### src/okvt_pkg.sv
// types and codes of the ordered key/value table
package okvt_pkg;

   localparam logic [2:0] OP_INSERT           = 3'd0;
   localparam logic [2:0] OP_UPDATE           = 3'd1;
   localparam logic [2:0] OP_INSERT_OR_UPDATE = 3'd2;
   localparam logic [2:0] OP_ERASE            = 3'd3;
   localparam logic [2:0] OP_LOOKUP           = 3'd4;
   localparam logic [2:0] OP_ADD_OR_INSERT    = 3'd5;
   localparam logic [2:0] OP_CLEAR            = 3'd6;
   localparam logic [2:0] OP_NOP              = 3'd7;

   localparam logic [1:0] ST_DONE      = 2'd0;
   localparam logic [1:0] ST_PRESENT   = 2'd1;
   localparam logic [1:0] ST_NOT_FOUND = 2'd2;
   localparam logic [1:0] ST_FULL      = 2'd3;

   typedef struct packed {
      logic [2:0]         opcode;
      logic signed [31:0] req_key;
      logic signed [31:0] req_value;
   } req_type;

   typedef struct packed {
      logic [1:0]         status;
      logic               was_found;
      logic signed [31:0] read_value;
      logic [4:0]         entry_count;
   } rsp_type;

endpackage

### src/okvt_entry_ram.sv
// entry memory: one write port, one read port with registered read data
module okvt_entry_ram #(
   parameter int DEPTH     = 16,
   parameter int WIDTH     = 64,
   parameter int ADDR_BITS = 4
) (
   input  logic                 clock,
   input  logic                 wr_en,
   input  logic [ADDR_BITS-1:0] wr_addr,
   input  logic [WIDTH-1:0]     wr_data,
   input  logic                 rd_en,
   input  logic [ADDR_BITS-1:0] rd_addr,
   output logic [WIDTH-1:0]     rd_data
);

   logic [WIDTH-1:0] mem_ff [DEPTH];
   logic [WIDTH-1:0] rd_data_ff;

   always_ff @(posedge clock) begin
      if (wr_en) begin
         mem_ff[wr_addr] <= wr_data;
      end
      if (rd_en) begin
         rd_data_ff <= mem_ff[rd_addr];
      end
   end

   assign rd_data = rd_data_ff;

endmodule

### src/ordered_key_value_table.sv
// ordered key/value table: scan, modify and shift over one entry memory
//
// channel   ports                          handshake
// request   start, busy, req_payload       taken when start && !busy
// response  rsp_valid, rsp_payload         one-cycle strobe, no backpressure
//
// clear, no-op and any request on an empty table answer in the cycle after start.
// other requests scan the entry memory one entry per cycle, from entry 0 up to the
// match, or over every stored entry on a miss. erase answers at the match, then
// stays busy moving later entries down, one write per cycle on the memory, with a
// read of the next entry alongside each write but the last.
// reset empties the table at once; the response side never stalls.
module ordered_key_value_table
   import okvt_pkg::*;
#(
   parameter int CAPACITY   = 16,
   parameter int KEY_BITS   = 32,
   parameter int VALUE_BITS = 32
) (
   input  logic    clock,
   input  logic    reset,
   input  logic    start,
   output logic    busy,
   input  req_type req_payload,
   output logic    rsp_valid,
   output rsp_type rsp_payload
);

   localparam int IDX_BITS   = (CAPACITY > 1) ? $clog2(CAPACITY) : 1;
   localparam int CNT_BITS   = $clog2(CAPACITY + 1);
   localparam int WIDE_BITS  = CNT_BITS + 1;
   localparam int ENTRY_BITS = KEY_BITS + VALUE_BITS;

   localparam logic [1:0] S_IDLE  = 2'd0;
   localparam logic [1:0] S_SCAN  = 2'd1;
   localparam logic [1:0] S_SHIFT = 2'd2;

   logic [1:0]            state_ff, state_in;
   logic [2:0]            op_ff, op_in;
   logic [KEY_BITS-1:0]   key_ff, key_in;
   logic [VALUE_BITS-1:0] val_ff, val_in;
   logic [IDX_BITS-1:0]   idx_ff, idx_in;
   logic [CNT_BITS-1:0]   count_ff, count_in;
   logic                  rsp_valid_ff, rsp_valid_in;
   rsp_type               rsp_ff, rsp_in;

   logic                  ram_we, ram_re;
   logic [IDX_BITS-1:0]   ram_waddr, ram_raddr;
   logic [ENTRY_BITS-1:0] ram_wdata, ram_rdata;

   logic [2:0]            cur_op;
   logic [KEY_BITS-1:0]   cur_key, req_key_bits;
   logic [VALUE_BITS-1:0] cur_val, req_val_bits;
   logic [KEY_BITS-1:0]   stored_key;
   logic [VALUE_BITS-1:0] stored_val, sum_val;
   logic [WIDE_BITS-1:0]  idx_wide, count_wide;
   logic [63:0]           key_ext, val_ext;
   logic                  hit, miss;

   function automatic logic signed [31:0] value_out(input logic [VALUE_BITS-1:0] v);
      logic [63:0] w;
      w = 64'($signed(v));
      return w[31:0];
   endfunction

   function automatic logic [4:0] count_out(input logic [CNT_BITS-1:0] c);
      logic [63:0] w;
      w = 64'(c);
      return w[4:0];
   endfunction

   okvt_entry_ram #(
      .DEPTH     (CAPACITY),
      .WIDTH     (ENTRY_BITS),
      .ADDR_BITS (IDX_BITS)
   ) u_entry_ram (
      .clock   (clock),
      .wr_en   (ram_we),
      .wr_addr (ram_waddr),
      .wr_data (ram_wdata),
      .rd_en   (ram_re),
      .rd_addr (ram_raddr),
      .rd_data (ram_rdata)
   );

   assign key_ext      = 64'(req_payload.req_key);
   assign val_ext      = 64'(req_payload.req_value);
   assign req_key_bits = key_ext[KEY_BITS-1:0];
   assign req_val_bits = val_ext[VALUE_BITS-1:0];

   assign cur_op  = (state_ff == S_IDLE) ? req_payload.opcode : op_ff;
   assign cur_key = (state_ff == S_IDLE) ? req_key_bits : key_ff;
   assign cur_val = (state_ff == S_IDLE) ? req_val_bits : val_ff;

   assign stored_key = ram_rdata[ENTRY_BITS-1:VALUE_BITS];
   assign stored_val = ram_rdata[VALUE_BITS-1:0];
   assign sum_val    = stored_val + val_ff;
   assign idx_wide   = WIDE_BITS'(idx_ff);
   assign count_wide = WIDE_BITS'(count_ff);

   always_comb begin
      state_in     = state_ff;
      op_in        = op_ff;
      key_in       = key_ff;
      val_in       = val_ff;
      idx_in       = idx_ff;
      count_in     = count_ff;
      rsp_valid_in = 1'b0;
      rsp_in       = rsp_ff;
      ram_we       = 1'b0;
      ram_waddr    = '0;
      ram_wdata    = '0;
      ram_re       = 1'b0;
      ram_raddr    = '0;
      hit          = 1'b0;
      miss         = 1'b0;

      unique case (state_ff)
         S_IDLE: begin
            if (start) begin
               op_in  = req_payload.opcode;
               key_in = req_key_bits;
               val_in = req_val_bits;
               if (req_payload.opcode == OP_CLEAR) begin
                  count_in     = '0;
                  rsp_valid_in = 1'b1;
                  rsp_in       = '{ST_DONE, 1'b0, 32'sd0, 5'd0};
               end else if (req_payload.opcode == OP_NOP) begin
                  rsp_valid_in = 1'b1;
                  rsp_in       = '{ST_DONE, 1'b0, 32'sd0, 5'd0};
               end else if (count_ff == '0) begin
                  miss = 1'b1;
               end else begin
                  ram_re    = 1'b1;
                  ram_raddr = '0;
                  idx_in    = '0;
                  state_in  = S_SCAN;
               end
            end
         end
         S_SCAN: begin
            if (stored_key == key_ff) begin
               hit      = 1'b1;
               state_in = S_IDLE;
            end else if (idx_wide + WIDE_BITS'(1) == count_wide) begin
               miss     = 1'b1;
               state_in = S_IDLE;
            end else begin
               ram_re    = 1'b1;
               ram_raddr = idx_ff + IDX_BITS'(1);
               idx_in    = idx_ff + IDX_BITS'(1);
            end
         end
         S_SHIFT: begin
            // rd data holds the entry one above idx
            ram_we    = 1'b1;
            ram_waddr = idx_ff;
            ram_wdata = ram_rdata;
            if (idx_wide + WIDE_BITS'(1) < count_wide) begin
               ram_re    = 1'b1;
               ram_raddr = IDX_BITS'(idx_wide + WIDE_BITS'(2));
               idx_in    = idx_ff + IDX_BITS'(1);
            end else begin
               state_in = S_IDLE;
            end
         end
         default: begin
            state_in = S_IDLE;
         end
      endcase

      if (miss) begin
         rsp_valid_in = 1'b1;
         rsp_in       = '{ST_NOT_FOUND, 1'b0, 32'sd0, 5'd0};
         unique case (cur_op)
            OP_INSERT, OP_INSERT_OR_UPDATE, OP_ADD_OR_INSERT: begin
               if (WIDE_BITS'(count_ff) >= WIDE_BITS'(CAPACITY)) begin
                  rsp_in.status = ST_FULL;
               end else begin
                  ram_we            = 1'b1;
                  ram_waddr         = IDX_BITS'(count_ff);
                  ram_wdata         = {cur_key, cur_val};
                  count_in          = count_ff + CNT_BITS'(1);
                  rsp_in.status     = ST_DONE;
                  rsp_in.read_value = value_out(cur_val);
               end
            end
            default: begin
               rsp_in.status = ST_NOT_FOUND;
            end
         endcase
      end

      if (hit) begin
         rsp_valid_in = 1'b1;
         rsp_in       = '{ST_DONE, 1'b1, 32'sd0, 5'd0};
         unique case (op_ff)
            OP_INSERT: begin
               rsp_in.status     = ST_PRESENT;
               rsp_in.read_value = value_out(stored_val);
            end
            OP_UPDATE, OP_INSERT_OR_UPDATE: begin
               ram_we            = 1'b1;
               ram_waddr         = idx_ff;
               ram_wdata         = {key_ff, val_ff};
               rsp_in.read_value = value_out(val_ff);
            end
            OP_ADD_OR_INSERT: begin
               ram_we            = 1'b1;
               ram_waddr         = idx_ff;
               ram_wdata         = {key_ff, sum_val};
               rsp_in.read_value = value_out(sum_val);
            end
            OP_ERASE: begin
               count_in = count_ff - CNT_BITS'(1);
               // later entries move down one place
               if (idx_wide + WIDE_BITS'(1) < count_wide) begin
                  ram_re    = 1'b1;
                  ram_raddr = idx_ff + IDX_BITS'(1);
                  state_in  = S_SHIFT;
               end
            end
            OP_LOOKUP: begin
               rsp_in.read_value = value_out(stored_val);
            end
            default: begin
               rsp_in.was_found = 1'b0;
            end
         endcase
      end

      rsp_in.entry_count = count_out(count_in);
   end

   always_ff @(posedge clock) begin
      if (reset) begin
         state_ff     <= S_IDLE;
         count_ff     <= '0;
         rsp_valid_ff <= 1'b0;
      end else begin
         state_ff     <= state_in;
         count_ff     <= count_in;
         rsp_valid_ff <= rsp_valid_in;
      end
   end

   always_ff @(posedge clock) begin
      op_ff  <= op_in;
      key_ff <= key_in;
      val_ff <= val_in;
      idx_ff <= idx_in;
      rsp_ff <= rsp_in;
   end

   assign busy        = (state_ff != S_IDLE);
   assign rsp_valid   = rsp_valid_ff;
   assign rsp_payload = rsp_ff;

endmodule

### config.mk
export PLATFORM = sky130hd
export DESIGN_NAME = ordered_key_value_table
export DESIGN_NICKNAME = d
export VERILOG_FILES = /design/src/okvt_pkg.sv /design/src/okvt_entry_ram.sv /design/src/ordered_key_value_table.sv
export SDC_FILE = /design/constraint.sdc
export NUM_CORES = 2
export LEC_CHECK = 0
export ABC_AREA = 1
export BUFFER_PORTS_ARGS = -buffer_cell sky130_fd_sc_hd__buf_2
export CAP_MARGIN = 20
export CORE_UTILIZATION = 50
export DETAILED_ROUTE_END_ITERATION = 7
export PLACE_DENSITY_LB_ADDON = 0.08
export SLEW_MARGIN = 20
export SYNTH_ARGS = -nofsm -noshare
export SYNTH_HDL_FRONTEND = slang
export SYNTH_SLANG_ARGS = --single-unit
export TNS_END_PERCENT = 20
### constraint.sdc
create_clock -name clock -period 9.8 [get_ports clock]
set_input_delay 1.47 -clock clock [delete_from_list [all_inputs] [get_ports clock]]
set_output_delay 1.47 -clock clock [all_outputs]
set_load 0.02 [all_outputs]
-- Word-level counts from Yosys, hierarchy flattened
Memory sizes are Yosys's and may differ from the RTL's. A register that Yosys moved wholly into a read port is not among the register bits.
Index checks and enable logic that the tools add are counted.
- flip-flop bits (word level): 119
- bits in writable memories: 1024
- bits of input ports: 70
- output and inout bits: 42
- logic and storage cells: 153
- memories: 1
- $add $sub $neg: 6
- magnitude comparators: 2
- equal/unequal tests: 20
- mux-type cells: 96
- reductions and logical operators: 17
- memory list (name ; words ; width ; read ports ; clocked after Yosys merged registers in ; write ports ; line ; source):
    u_entry_ram.mem_ff ; 16 ; 64 ; 1 ; 1 ; 1 ; okvt_entry_ram.sv:16 ; logic [WIDTH-1:0] mem_ff [DEPTH];
- operators by type and width (operator ; number):
    $mux W64 ; 5
    $mux W40 ; 6
    $mux W32 ; 4
    $pmux W64 S2 ; 1
    $pmux W32 S3 ; 1
    $mux W4 ; 19
    $mux W5 ; 8
    $mux W1 ; 34
    $add A32 B32 Y32 ; 1
    $eq A32 B32 Y1 ; 1
    $mux W2 ; 12
    $eq A3 B3 Y1 const B ; 5
    $ne A2 B2 Y1 const B ; 7
    $pmux W4 S3 ; 1
    $eq A3 B2 Y1 const B ; 3
    $reduce_bool A3 Y1 ; 3
    $pmux W4 S2 ; 1
    $reduce_and A8 Y1 ; 1
    $eq A6 B5 Y1 ; 1
    $logic_not A3 Y1 ; 2
    $pmux W2 S3 ; 1
    $reduce_or A3 Y1 ; 2
    $reduce_or A6 Y1 ; 1
    $add A4 B1 Y5 const B ; 1
    19 further kinds ; 20

-- Depth between registers and ports, before layout
- word-level depth: 11
- depth in mapped cells: 24
- depth with buffers taken out: 21

-- Hierarchy
From an unflattened synthesis, not the netlist that was laid out.
- cells, all modules: 5937
- area, all modules: 56738.2 µm²
- modules (own cells, without submodules) (module ; instances ; cells an instance ; area each (µm²) ; sequential area each (µm²)):
    okvt_entry_ram ; 1 ; 4210 ; 45899.0 ; 32671.3
    ordered_key_value_table ; 1 ; 1727 ; 10839.1 ; 3443.3

-- Least setup slack after synthesis
Ideal clock, no wire load.
- path kind: input-to-reg
- start point: input start
- end point: register u_entry_ram.rd_data_ff[0], in the netlist u_entry_ram.rd_data[0], read port of u_entry_ram.mem_ff (enable)
- library setup time: 0.575 ns
- arrival: 7.602 ns
- required time: 9.225 ns
- setup slack: 1.622 ns
- stages: 4
- buffers on the path: 0
- cells stage by stage: nand2_1 > inv_1 > a21oi_1 > o21ai_0
- cells in the longest elaborated chain, start to end: 5
- ends and longest elaborated chain (what ; line ; source):
    start: declaration ; ordered_key_value_table.sv:22 ; input logic start,
    $mux W1 (*) ; ordered_key_value_table.sv:120 ; if (start) begin
    $pmux W1 S3 (*) ; ordered_key_value_table.sv:118 ; unique case (state_ff)
    $mux W1 ; ordered_key_value_table.sv:217 ; if (idx_wide + WIDE_BITS'(1) < count_wide) begin
    $mux W1 ; ordered_key_value_table.sv:197 ; unique case (op_ff)
    $mux W1 (*) ; ordered_key_value_table.sv:194 ; if (hit) begin
    via ram_re ; ordered_key_value_table.sv:47 ; logic ram_we, ram_re;
    end: declaration ; okvt_entry_ram.sv:17 ; logic [WIDTH-1:0] rd_data_ff;
Mark *: on every way through the listed nets, which the timed path passes. The rest lies on a longest branch.
A chain may end at the register's enable or synchronous reset.

-- Worst setup path after layout
- start point: register u_entry_ram.rd_data_ff[50], in the netlist u_entry_ram.rd_data[50], read port of u_entry_ram.mem_ff
- end point: memory u_entry_ram.mem_ff[4][56] (enable)
- cells in the longest elaborated chain, start to end: 8
- elaborated cells between the ends (all ways): 13
- classes of those cells: eq/ne (1); mux (12)
- ends and longest elaborated chain (what ; line ; source):
    $eq A32 B32 Y1 (*) ; ordered_key_value_table.sv:142 ; if (stored_key == key_ff) begin
    $mux W1 ; ordered_key_value_table.sv:142 ;
    $pmux W1 S2 ; ordered_key_value_table.sv:118 ;
    $mux W1 ; ordered_key_value_table.sv:172 ; if (miss) begin
    $mux W1 ; ordered_key_value_table.sv:197 ;
    $mux W1 ; ordered_key_value_table.sv:194 ;
    $mux W1 ; okvt_entry_ram.sv:20 ; if (wr_en) begin
    $mux W1 (not written as such) ; okvt_entry_ram.sv:21 ; mem_ff[wr_addr] <= wr_data;
    end: declaration ; okvt_entry_ram.sv:16 ;
Every way passes the cells marked *; elsewhere a longest branch is shown, timed or not.

==> results by stage <==
Setup path:
- The kind of end point of the critical path is a flop.
- The top cell family by delay on the critical path is simple AND/OR/NAND/NOR gates.
- The critical setup path kind is reg2reg.
- The element type at the critical path start is a flop.
- At the worst endpoint, the required time is around 10000 ps.
- In this run the worst path has a maximum fanout of 47.
- The most used cell along the critical path is sky130_fd_sc_hd__nand2_1.
- The signal on the critical path passes through inv_1 > nand2_1 > nand2_1 > nand2_1 > nor2_1 > nand2_1 > nor2_1 > nand2_2 > nor2_8 > nand2_1 > inv_1 > nand2_2 > buf_4 > o211ai_1 > o21ai_0 > inv_1 > nand2_1 > nor2_4 > buf_4.
- The longest individual stage delay on the worst path is roughly 840 ps.
- For the worst setup path, the data arrival time is between 6000 and 7000 ps.
- The sum of buffers and inverters on the critical path is 5.
- The largest individual stage delay along the critical path comes from the cell sky130_fd_sc_hd__buf_4.

Timing:
- The post-layout minimum cycle time is approximately 5800 ps.
- The transition at the pin with the smallest max-transition slack is between 1000 and 1500 ps.
- The slack of the critical path is slightly below 4000 ps.
- Setup repair after global routing left no endpoint under its margin.
- The post-route fraction of the period consumed by the critical path is 59.5%.
- The final count of pins violating max slew was 0.
- The number of hold-slack violations in the final timing report is 0.
- In the final timing run, aggregate negative setup slack is 0 ps.
- The final number of setup-violating endpoints is 0.
- For this run, the top clock speed supported by timing is around 170 MHz.
- The relative slew slack is a little under a quarter.
- Between clock sinks in the finished design, the worst skew comes to around 35 ps.

Clock tree:
- The total clock buffers created by CTS is 134.
- The clock drives 1207 sinks.
- At the later pin of the worst-skew pair, clock insertion delay measures about 760 ps.
- TritonCTS built the clock tree.
- The number of setup buffers added after CTS is 0.
- For this design, the CTS-stage hold fixing added 0 buffers.
- Post-CTS repair changed the size of 0 cells.
- The clock-pin slew of the registers on the worst-case setup and hold paths is roughly 60 ps.
- The clock root buffer master is sky130_fd_sc_hd__clkbuf_16.
- The H-tree was split into 4 levels.
- In this run the deepest clock path goes through 3 buffers.

Routing:
- The total via count in the routed design is about 40000.
- The first detailed-routing pass ran for 5 iterations.
- The total wire length after detailed routing is about 160000 µm.
- The ratio of routed vias to standard cells is roughly 5.6.
- The number of DRC markers in iteration 0 is approximately 4200.
- The detail-routed net length per standard cell is 22.5 µm.
- The DRC violation count after routing is 0.
- Once detail routing completed, the nets flagged for antenna violations numbered 0.

Synthesis:
- The commonest cells after synthesis are sky130_fd_sc_hd__nand2_1 (1276), sky130_fd_sc_hd__nand3_1 (1241), sky130_fd_sc_hd__edfxtp_1 (1194), sky130_fd_sc_hd__inv_1 (802), sky130_fd_sc_hd__nor2_1 (197).
- Of all cell types, the one taking the most synthesized area is sky130_fd_sc_hd__edfxtp_1.
- The sequential-to-total area share from yosys stat is approximately 64%.
- The top cell type by area accounts for 63.4% of the synthesized area.
- The share of async-settable or async-resettable flops after synthesis is 0%.
- The number of warnings issued by yosys is 0.
- The summed instance area of the synthesized netlist is around 57000 µm².
- For this run, the leading register cell type out of synthesis is sky130_fd_sc_hd__edfxtp_1.
- The number of synthesized flops with an enable pin is approximately 1200.
- The most frequently used cell type in the post-synthesis netlist is sky130_fd_sc_hd__nand2_1.
- The number of nets in the synthesized netlist is around 5800.
- After synthesis, the cell types taking the most area are sky130_fd_sc_hd__edfxtp_1 (63%), sky130_fd_sc_hd__nand3_1 (11%), sky130_fd_sc_hd__nand2_1 (8.5%).
- In this run the mean area of a mapped cell was roughly 10 µm².
- The cell count after synthesis came out at roughly 5700.
- The number of flip-flops and latches in the synthesized netlist is 1207.
- The count of different cell masters after synthesis is 50.

Floorplan:
- In this run the core area contains 123 standard-cell rows.
- The area of the die is 114000 µm².
- In this run the standard cell core region covers approximately 110000 µm².
- The die is between 300 and 400 µm tall.
- The width of the die is 338 µm.
- between 100 and 150 I/O pins were placed.
- Once the floorplan was initialized, standard cells occupied between 50 and 60% of the core.

Power:
- The overall power consumption is 11.7 mW.
- Dividing total power by cell area gives a power density of about 190 nW/µm².
- The maximum vdd ir drop is ~0.16 mV.
- Summed over all cells, the static leakage comes to ~26 nW.

GRT:
- The via count of the first global-routing pass came to 38752.
- The total routing resource utilization after global routing is between 20% and 30%.
- The number of antenna violations at the first check in global routing is 5.
- Entering global routing, the biggest net connects 163 pins.
- The global-route congestion overflow total is 0.
- The first global-routing pass estimated approximately 250000 µm of wire.

Final layout:
- The antenna diode count is 0.
- The fraction of final layout cells sized beyond drive strength 1 is ~8.5%.
- The post-route core utilization is 56.0%.
- The area growth from synthesis to layout is 11.2%.
- The number of nets in the layout is 5804.

Placed design:
- The detailed placement HPWL is roughly 89000 µm.
- Routability-driven placement finished with a final weighted congestion of ~0.9.
- The number of buffers added on ports is 111.
- Before CTS, the worst setup slack after placement is 3980 ps.

Min path:
- The path category of the worst min-delay check is reg2reg.

Flow run:
- The max-capacitance violation count is 0.

Run status:
- The flow ran to the end, and the final reports show no timing, DRC or antenna violations.
[per-layer routing]
layer | vias to the layer above | global-route usage [%] | wire length (µm)
li1 | 19237 | - | -
met1 | 19871 | 40.7 | 72700
met2 | 1540 | 45.5 | 76300
met3 | 269 | 3.58 | 11000
met4 | 0 | 8.21 | 3930
met5 | - | 0 | 0
[state kept, by name (all words and copies together) (netlist names)]
| register | count |
|---|---|
| op_ff | 3 |
| count_ff | 5 |
| rsp_payload | 40 |
| rsp_valid | 1 |
| key_ff | 32 |
| val_ff | 32 |
| idx_ff | 4 |
| u_entry_ram.rd_data | 64 |
| u_entry_ram.mem_ff | 1024 |
| state_ff | 2 |
[logic make-up (layout without fill, tap and decap cells)]
family                     after synthesis  in the layout  synth area share (%)
xor gates and xnor gates                15             15                 0.232
and+or+nand+nor                       2864           2864                  22.8
AOI/OAI and AO/OA                      375            375                  3.83
buffers and inverters                 1165           1284                  8.28
adders and majority gates               46             46                  1.03
DFF                                   1207           1207                  63.9
[power by group]
part | internal [mW] | total, mW | switching [mW]
clock | 2.87 | 4.95 | 2.08
combinational | 0.212 | 0.787 | 0.575
sequential | 5.88 | 5.93 | 0.0551
total | 8.96 | 11.7 | 2.71
[per-stage QoR]
step | instances | hold slack [ps] | cell area [µm²]
after CTS | 7289 | 555 | 62800
after global routing | 7291 | 571 | 62900
after detailed placement | 7050 | 550 | 58500
final | 7291 | 558 | 62900
after global placement | 7048 | 532 | 58500
after floorplan | 5672 | 499 | 56500
[final timing paths]
check | start | endpoint | slack, ps | cells after the start
max | u_entry_ram.rd_data[50] | u_entry_ram.mem_ff[4][56] | 3960 | 19
min | state_ff[0] | state_ff[0] | 560 | 2
max reg2reg | u_entry_ram.rd_data[50] | u_entry_ram.mem_ff[4][56] | 3960 | 19
min reg2reg | state_ff[0] | state_ff[0] | 560 | 2
[area by class of cell]
class / count / area (µm²)
fill: 9817 / 49500
sequential: 1207 / 36100
multi-input combinational: 3300 / 16000
clock buffer: 161 / 3540
inverter: 832 / 3140
tap: 1500 / 1880
timing repair buffer: 213 / 1430
clock inverter: 78 / 716
[tightest hold or removal path, delay by kind of cell, from the launching register on]
kind	cells	cell delay, ps
AO/OA/AOI/OAI	2	160
flip-flops	1	340
[placed cells by master (no fill, tap or decap), types with 9 or more instances in the layout]
cell type	n
sky130_fd_sc_hd__inv_1	799
sky130_fd_sc_hd__nand3_1	1240
sky130_fd_sc_hd__nor2_4	17
sky130_fd_sc_hd__clkinv_1	31
sky130_fd_sc_hd__o21ai_0	134
sky130_fd_sc_hd__nand2_1	1271
sky130_fd_sc_hd__clkbuf_1	22
sky130_fd_sc_hd__buf_4	93
sky130_fd_sc_hd__o21ai_1	17
sky130_fd_sc_hd__o211ai_1	13
sky130_fd_sc_hd__dfxtp_1	13
sky130_fd_sc_hd__bufinv_16	11
sky130_fd_sc_hd__ha_1	43
sky130_fd_sc_hd__a211oi_1	22
sky130_fd_sc_hd__nor2_1	179
sky130_fd_sc_hd__nand3b_1	111
sky130_fd_sc_hd__inv_2	24
sky130_fd_sc_hd__clkbuf_16	137
sky130_fd_sc_hd__clkinv_2	29
sky130_fd_sc_hd__a31oi_1	10
sky130_fd_sc_hd__o21ai_2	9
sky130_fd_sc_hd__nand4_1	9
sky130_fd_sc_hd__buf_2	111
sky130_fd_sc_hd__buf_12	9
sky130_fd_sc_hd__o2111ai_1	28
sky130_fd_sc_hd__nor3_1	12
sky130_fd_sc_hd__a21oi_1	103
sky130_fd_sc_hd__edfxtp_1	1194
Power figures use the tool's default switching activity.
